===== src/sv/sob_pkg.sv =====
// ----------------------------------------------------------------------------
// sob_pkg - shared types and constants of the 3x3 Sobel gradient block
// Pixel and column types, frame limits, register indexes and the gradient
// kernel used by the output register.
// ----------------------------------------------------------------------------
`default_nettype none

package sob_pkg;

  localparam int MAX_WIDTH  = 1024;
  localparam int PIX_W      = 8;
  localparam int COL_W      = $clog2(MAX_WIDTH);
  localparam int ROW_W      = 12;
  localparam int GRAD_W     = 11;
  localparam int WIDTH_W    = 11;
  localparam int HEIGHT_W   = 12;
  localparam int CFG_DATA_W = 12;
  localparam int CFG_IDX_W  = 2;

  localparam logic [CFG_IDX_W-1:0] REG_IMAGE_WIDTH  = 2'd0;
  localparam logic [CFG_IDX_W-1:0] REG_IMAGE_HEIGHT = 2'd1;

  localparam logic [WIDTH_W-1:0]  WIDTH_RESET  = 11'd640;
  localparam logic [HEIGHT_W-1:0] HEIGHT_RESET = 12'd480;
  localparam logic [WIDTH_W-1:0]  WIDTH_MIN    = 11'd3;
  localparam logic [WIDTH_W-1:0]  WIDTH_MAX    = WIDTH_W'(MAX_WIDTH);
  localparam logic [HEIGHT_W-1:0] HEIGHT_MIN   = 12'd3;

  typedef logic [PIX_W-1:0] pix_t;

  // One window column: top, middle and bottom row pixels
  typedef struct packed {
    pix_t top;
    pix_t mid;
    pix_t bot;
  } col_t;

  typedef logic signed [GRAD_W-1:0] grad_t;

  function automatic grad_t pix_ext(input pix_t p);
    return grad_t'({3'b000, p});
  endfunction

  // Horizontal gradient: right column minus left column, middle row doubled
  function automatic grad_t sobel_gx(input col_t l, input col_t r);
    grad_t dt, dm, db;
    dt = pix_ext(r.top) - pix_ext(l.top);
    dm = pix_ext(r.mid) - pix_ext(l.mid);
    db = pix_ext(r.bot) - pix_ext(l.bot);
    return dt + (dm <<< 1) + db;
  endfunction

  // Vertical gradient: bottom row minus top row, centre column doubled
  function automatic grad_t sobel_gy(input col_t l, input col_t c, input col_t r);
    grad_t dl, dc, dr;
    dl = pix_ext(l.bot) - pix_ext(l.top);
    dc = pix_ext(c.bot) - pix_ext(c.top);
    dr = pix_ext(r.bot) - pix_ext(r.top);
    return dl + (dc <<< 1) + dr;
  endfunction

endpackage

`default_nettype wire


===== src/sv/sob_col_cell.sv =====
// ----------------------------------------------------------------------------
// sob_col_cell - one column cell of the 3x3 window
// Holds three pixels of one column; on shift, take the neighbor's column.
// ----------------------------------------------------------------------------
`default_nettype none

module sob_col_cell
  import sob_pkg::*;
(
  input  wire logic clk,
  input  wire logic rst,
  input  wire logic shift,
  input  wire col_t col_in,
  output col_t      col
);

  always_ff @(posedge clk) begin
    if (rst) begin
      col <= '0;
    end else if (shift) begin
      col <= col_in;
    end
  end

endmodule

`default_nettype wire


===== config.mk =====
export PLATFORM = sky130hd
export DESIGN_NAME = sob_col_cell
export DESIGN_NICKNAME = d
export VERILOG_FILES = /design/src/sv/sob_pkg.sv /design/src/sv/sob_col_cell.sv
export SDC_FILE = /design/constraint.sdc
export NUM_CORES = 1
export LEC_CHECK = 0
export BUFFER_PORTS_ARGS = -buffer_cell sky130_fd_sc_hd__buf_2
export CAP_MARGIN = 15
export CORE_MARGIN = 5
export CORE_UTILIZATION = 41
export DETAILED_ROUTE_END_ITERATION = 7
export PLACE_DENSITY_LB_ADDON = 0.08
export SLEW_MARGIN = 5
export SYNTH_ARGS = -nofsm -noshare
export SYNTH_HDL_FRONTEND = slang
export SYNTH_SLANG_ARGS = --single-unit

===== constraint.sdc =====
create_clock -name clk -period 0.8 [get_ports clk]
set_input_delay 0.04 -clock clk [delete_from_list [all_inputs] [get_ports clk]]
set_output_delay 0.04 -clock clk [all_outputs]
set_load 0.1 [all_outputs]

# [Word level (Yosys, flattened, before mapping)]
# Cells that the tools add are included.
[totals] reg_bits=24 elab_cells=3

# [Longest topological paths before layout]
# Gate-level depths: netlist (run 1).
[depth] depth_word=0 depth_mapped=4

# [Worst setup path before layout (run 1)]
# No wires, ideal clock.
[synth_path] kind="register to register" startpoint="reg col[0] (netlist name)" endpoint="reg col[0] (netlist name)" setup_ps=67 arrival_time_ps=1173 required_time_ps=733 setup_slack_ps=-440 path_stages_with_launch=3 path_buffers=0 path_cell_list="dfxtp_1 mux2i_1 nor2_1"
[synth_rtl] item="to (signal assigned)" line="sob_col_cell.sv:21" rtl="col <= col_in;"
[synth_rtl] item="to (decl)" line="sob_col_cell.sv:14" rtl="output col_t col"

# [Worst setup path in the final report (run 1)]
[layout_path] startpoint="reg col[10] (netlist name)" endpoint="out col[10] (netlist name)"
# No word-level cell between the ends.

==> out/results.ini, run 1 <==
[yosys]
ys_top_cells_by_area = dfxtp_1 (55%), mux2i_1 (28%), nor2_1 (10%), buf_12 (4.6%), buf_6 (1.3%)
synth-seq-area-share_pct = 55.3
yosysWarnings = 0
syn-instance-count = 77
combined_area_of_all_synthesized_cells_sq_um = 870
synth.avg_cell_area_sq_um = 11.3
yosys.area.top_type_share_pct = 55.3
syn-num-nets = 104
netlist-cell-type-count = 6
synth.ff_latch_count = 24
synth_top_area_cell = dfxtp_1

[route]
drc_markers = 0
wl_per_cell_microns = 20.6
detailedRoute.firstPassIterationCount = 5
detailedRoute.firstIterationViolations = 16
totalWireLength_mm = 3.70
vias = 886
postRouteAntennaNets = 0
routed_via_density = 4.92

[clocking]
numClockSinks = 24
clock_path_buffers = 2
htree_levels = 1
clk_root_buffer_cell = clkbuf_4
latest_clock_arrival_within_the_worst_skew_pair_ns = 0.29
clkTransAtPathRegs_ns = 0.13
tritoncts_clock_tree = built
clock_buffer_count_from_cts = 3

[worst_setup_path]
critical_path.max_fanout = 2
timing.critical_path.slowest_cell_delay_ns = 0.40
critical-path-top-delay-family = flip-flops
critical_path_required_ns = 0.76
timing.setup.critical_path_class = flip-flop to output pin
crit_path_start_kind = flip-flop
cp-end-kind = output pin
worstPathCellList = buf_12
crit_path_buf_inv_count = 1
crit_slowest_cell = dfxtp_4
worst-endpoint-arrival_ns = 0.88

[power_and_ir_drop]
clock_power_share_pct = 17.0
p_int_w = 0.00190
seq_power_share_pct = 43.5
power_frac_comb_pct = 39.5
power_switching_w = 0.00114
power.ir.vdd_worst_uv = 1880
p_per_area_nw_per_um2 = 1630
power.leakage_nw = 0.847
netSwitchingFraction_pct = 37.5

[floorplanning]
fp-row-count = 16
die_area_sq_um = 3140
die_width_microns = 56.1
core_area_sq_um = 1980
ioPinCount = 51
floorplan.initialDensity_pct = 43.9
die-height_microns = 56.1

[sta]
final.setup_skew_ns = 0
timing_hold_violations_final = 0
finalCritPeriodShare_pct = 115
setup_total_negative_slack_ns = -2.44
tightest_slew_ns = 0.427
drv_slew = 0
timing.final.crit_period_ns = 0.920
final_setup_violation_count = 30
relSlewSlack_pct = 71.5
post-route-worst-setup-slack_ns = -0.120
fmax_mhz = 1090
rsz0062_at_grt = yes

[final_layout]
largest-register = col
final_net_count = 181
leading_registers_by_flop_count = col x24
finish.instance_area_sq_um = 1870
finish.utilization_pct = 94.3
syn_to_final_growth_pct = 115
final_cell_count_no_fill = 180
commonest_cells_after_routing_fill_and_taps_aside = buf_2 (26), buf_12 (26), nor2_1 (24), dfxtp_4 (24), mux2i_1 (23)
drive_gt1_share_pct = 54.6
number_of_flip_flops_in_the_largest_register = 24

[run]
max-cap-violations = 0

[global_routing]
grt_antenna_before_repair = 1
grt_pass1_wl_mm = 4.73
globalRouteOverflowTotal = 0
globalRouteTotalUtil_pct = 19.2
grt_pass1_vias = 953
pin_count_of_the_biggest_net_entering_global_routing = 25

[placement]
post_dp_cell_area_sq_um = 1590
portBuffers = 50
dp_hpwl_mm = 1.71
dp.cells = 151
final_weighted_congestion_in_routability_driven_placement = 0.726

[hold_path]
holdCritPathClass = input pin to flip-flop

[status]
result_of_the_run = finished, violations left
failed_checks = negative setup slack

==> cells in the mapped netlist <==
master,count
dfxtp_1,24
mux2i_1,24
nor2_1,24
buf_12,2
clkbuf_1,2
buf_6,1
==> power by group through the flow <==
stage	clock [W]	sequential, W	combinational, W
after floorplan	0	0.00182	0.000162
after global placement	0	0.00134	0.00105
after detailed placement	0	0.00134	0.00106
after CTS	0.000523	0.00131	0.00115
after global routing	0.000586	0.00133	0.00124
final	0.000517	0.00132	0.00120
==> repair_timing <==
item,in CTS,in global routing
endpoints found under the setup margin,24,25
cloned,0,0
endpoints found under the hold margin,22,0
hold buffers,22,0
resized for setup,0,4
pin swaps,0,0
buffers inserted,1,2
==> cell type report <==
cell class / count / area [sq um]
tap: 27 / 33.8
antenna: 1 / 2.50
sequential: 24 / 571
clock buffer: 3 / 22.5
timing repair buffer: 77 / 905
fill: 59 / 114
multi-input combinational: 48 / 334
==> layer usage <==
metal	share of wire, %	vias to the layer above	GRT usage (%)
met5	0	-	0
met2	56	38	37.7
met3	4.3	12	6.03
met1	35	428	18.7
li1	-	408	-
met4	4.5	0	5.76
==> worst register-to-register path, cell delays in order (launching register included) <==
cell and delay (ns):
dfxtp_4 0.37, mux2i_1 0.21, nor2_1 0.11
==> cells by family after synthesis <==
family                 synth area share (%)
and+or+nand+nor                        10.4
muxes                                  27.6
buffers and inverters                  6.76
DFF                                    55.3
==> final timing paths <==
kind                        startpoint                   end  slack, ns  depth (start not counted)
setup / recovery  col[10]$_SDFFE_PP0P_               col[10]      -0.12                          1
hold / removal              col_in[10]  col[10]$_SDFFE_PP0P_       0.02                          3
setup reg to reg   col[1]$_SDFFE_PP0P_   col[1]$_SDFFE_PP0P_      -0.01                          2
hold reg to reg   col[16]$_SDFFE_PP0P_  col[16]$_SDFFE_PP0P_       0.54                          2
==> metrics by stage <==
step / hold slack (ns) / total power, W / setup slack, ns
CTS: 0.0000531 / 0.00299 / -0.112
global route: 0.0229 / 0.00316 / -0.140
finish: 0.0187 / 0.00304 / -0.120
floorplan: 0.103 / 0.00198 / 0.0325
detailed placement: 0.280 / 0.00240 / 0.0295
global placement: 0.274 / 0.00238 / 0.0886
(Power assumes the default switching activity.)
==> run 2, diff against run 1 <==
Settings changed: CTS_BUF_LIST set to sky130_fd_sc_hd__clkbuf_8 sky130_fd_sc_hd__clkbuf_16.
==> out/results.ini, run 2 (synthesized netlist as in run 1, its figures left out) <==
[global_routing]
globalRouteTotalUtil_pct = 14.5  ; -4.7 points
pin_count_of_the_biggest_net_entering_global_routing = 25  ; unchanged
grt_antenna_before_repair = 0  ; -1
grt_pass1_vias = 808  ; -15%
grt_pass1_wl_mm = 3.64  ; -23%
globalRouteOverflowTotal = 0  ; unchanged

[sta]
final_setup_violation_count = 24  ; -20%
drv_slew = 0  ; unchanged
tightest_slew_ns = 0.432  ; +0.00536 ns
fin_hold_ws_ns = 0.0135  ; -0.00518 ns
final.setup_skew_ns = 0  ; unchanged
finalCritPeriodShare_pct = 104  ; -11 points
timing_hold_violations_final = 0  ; unchanged
post-route-worst-setup-slack_ns = -0.0340  ; +0.0858 ns
relSlewSlack_pct = 71.2  ; -0.36 points
fmax_mhz = 1200  ; +10%
timing.final.crit_period_ns = 0.834  ; -0.0858 ns
rsz0062_at_grt = yes

[route]
drc_markers = 0  ; unchanged
detailedRoute.firstPassIterationCount = 4  ; -1
totalWireLength_mm = 2.18  ; -41%
vias = 727  ; -18%
detailedRoute.firstIterationViolations = 8  ; -8
wl_per_cell_microns = 14.2  ; -31%
routed_via_density = 4.72  ; -4.1%
postRouteAntennaNets = 0  ; unchanged

[final_layout]
leading_registers_by_flop_count = col x24
syn_to_final_growth_pct = 87.1
fillers = 114  ; +93%
commonest_cells_after_routing_fill_and_taps_aside = buf_2 (26), buf_12 (26), mux2i_1 (24), nor2_1 (24), dfxtp_4 (24)
diodes = 0  ; -1
drive_gt1_share_pct = 62.2  ; +7.6 points
finish.instance_area_sq_um = 1630  ; -13%
final_net_count = 156  ; -14%
number_of_flip_flops_in_the_largest_register = 24  ; unchanged
largest-register = col

[clocking]
clock_buffer_count_from_cts = 3  ; unchanged
postCtsHoldBufs = 0  ; -100%
latest_clock_arrival_within_the_worst_skew_pair_ns = 0.25  ; -0.04 ns
tritoncts_clock_tree = built
clk_root_buffer_cell = clkbuf_8
postCtsSetupRepairBufs = 0  ; -1
clock_path_buffers = 2  ; unchanged
numClockSinks = 24  ; unchanged
clkTransAtPathRegs_ns = 0.07  ; -0.06 ns
htree_levels = 1  ; unchanged
post_cts_resized = 0  ; unchanged

[power_and_ir_drop]
power.ir.vdd_worst_uv = 1510  ; -20%
power.leakage_nw = 0.747  ; -12%
p_per_area_nw_per_um2 = 1860  ; +14%

[worst_setup_path]
worst-endpoint-arrival_ns = 0.79  ; -0.09 ns
worstPathCellList = buf_12
cp-end-kind = output pin
timing.rr.end = col[18]$_SDFFE_PP0P_
critical_path.max_fanout = 2  ; unchanged
critical_path_required_ns = 0.76  ; about the same
timing.critical_path.slowest_cell_delay_ns = 0.37  ; -0.03 ns
timing.reg2reg.worst_path_depth = 2  ; unchanged
crit_slowest_cell = dfxtp_4
critical-path-top-delay-family = flip-flops
crit-reg2reg-launch = col[18]$_SDFFE_PP0P_
timing.setup.critical_path_class = flip-flop to output pin
crit_path_start_kind = flip-flop
crit_path_buf_inv_count = 1  ; unchanged
reg2reg_setup_slack_ns = 0.11  ; +0.12 ns

[floorplanning]
floorplan.initialDensity_pct = 43.9  ; unchanged
die-height_microns = 56.1  ; unchanged
ioPinCount = 51  ; unchanged
die_width_microns = 56.1  ; unchanged
core_area_sq_um = 1980  ; unchanged
fp-row-count = 16  ; unchanged
die_area_sq_um = 3140  ; unchanged

[hold_path]
holdCritPathClass = input pin to flip-flop
startpoint_of_the_lowest_slack_hold_path = col_in[17]
worst_hold_path.num_cells = 3  ; unchanged
whs_endpoint = col[17]$_SDFFE_PP0P_

[placement]
portBuffers = 50  ; unchanged
final_weighted_congestion_in_routability_driven_placement = 0.726  ; unchanged
dp_hpwl_mm = 1.71  ; unchanged
post_dp_cell_area_sq_um = 1590  ; unchanged

[status]
failed_checks = negative setup slack
result_of_the_run = finished, violations left

[run]
max-cap-violations = 0  ; unchanged

==> run 2: changes by cell type in the layout (fill, tap and decap cells not counted), sizes merged <==
cell	before	now
buf	55	52
diode	1	0
dlygate4sd3	22	0
==> run 2: report_power, final <==
part / internal [W] / switching, W
Sequential: 0.00124 / 0.0000758
Clock: 0.000335 / 0.000323
Combinational: 0.000399 / 0.000656
==> run 2: metrics by stage <==
step | power (W) | setup TNS, ns | instances | worst slack, ns | utilization, %
3_5_place_dp | 0.00240 | 0 | 151 | 0.0295 | 80.0
3_3_place_gp | 0.00238 | 0 | 151 | 0.0886 | 80.0
6_report | 0.00303 | -0.564 | 154 | -0.0340 | 82.1
2_1_floorplan | 0.00198 | 0 | 77 | 0.0325 | -
5_1_grt | 0.00316 | -1.19 | 154 | -0.0544 | 82.1
4_1_cts | 0.00307 | -0.793 | 154 | -0.0429 | 82.1
==> run 2: per-layer routing <==
metal / up-vias / share of wire, % / GRT usage, %
met5: - / 0 / 0
met4: 0 / 0 / 4.07
met3: 0 / 8.4 / 5.10
met2: 26 / 55 / 26.7
met1: 347 / 37 / 15.4
li1: 354 / - / -
==> run 2: worst max-delay path by stage <==
stage                         start              endpoint  slack (ns)  depth (start not counted)
2_1_floorplan   col[0]$_SDFFE_PP0P_   col[0]$_SDFFE_PP0P_        0.03                          2
3_3_place_gp                  shift  col[13]$_SDFFE_PP0P_        0.09                          4
3_5_place_dp                  shift  col[10]$_SDFFE_PP0P_        0.03                          4
4_1_cts        col[18]$_SDFFE_PP0P_               col[18]       -0.04                          1
5_1_grt         col[1]$_SDFFE_PP0P_                col[1]       -0.05                          1
6_report       col[18]$_SDFFE_PP0P_               col[18]       -0.03                          1
==> run 2: final cells by class <==
| type | count | area (sq um) | area share (%) |
|---|---|---|---|
| tap | 27 | 33.8 | 2.08 |
| sequential | 24 | 571 | 35.1 |
| timing repair buffer | 52 | 651 | 40.0 |
| clock buffer | 3 | 41.3 | 2.54 |
| multi-input combinational | 48 | 330 | 20.3 |
==> run 2: repair_timing <==
item | 4_1_cts | 5_1_grt
endpoints found under the setup margin | 24 | 24
cloned | 0 | 0
endpoints found under the hold margin | 0 | 0
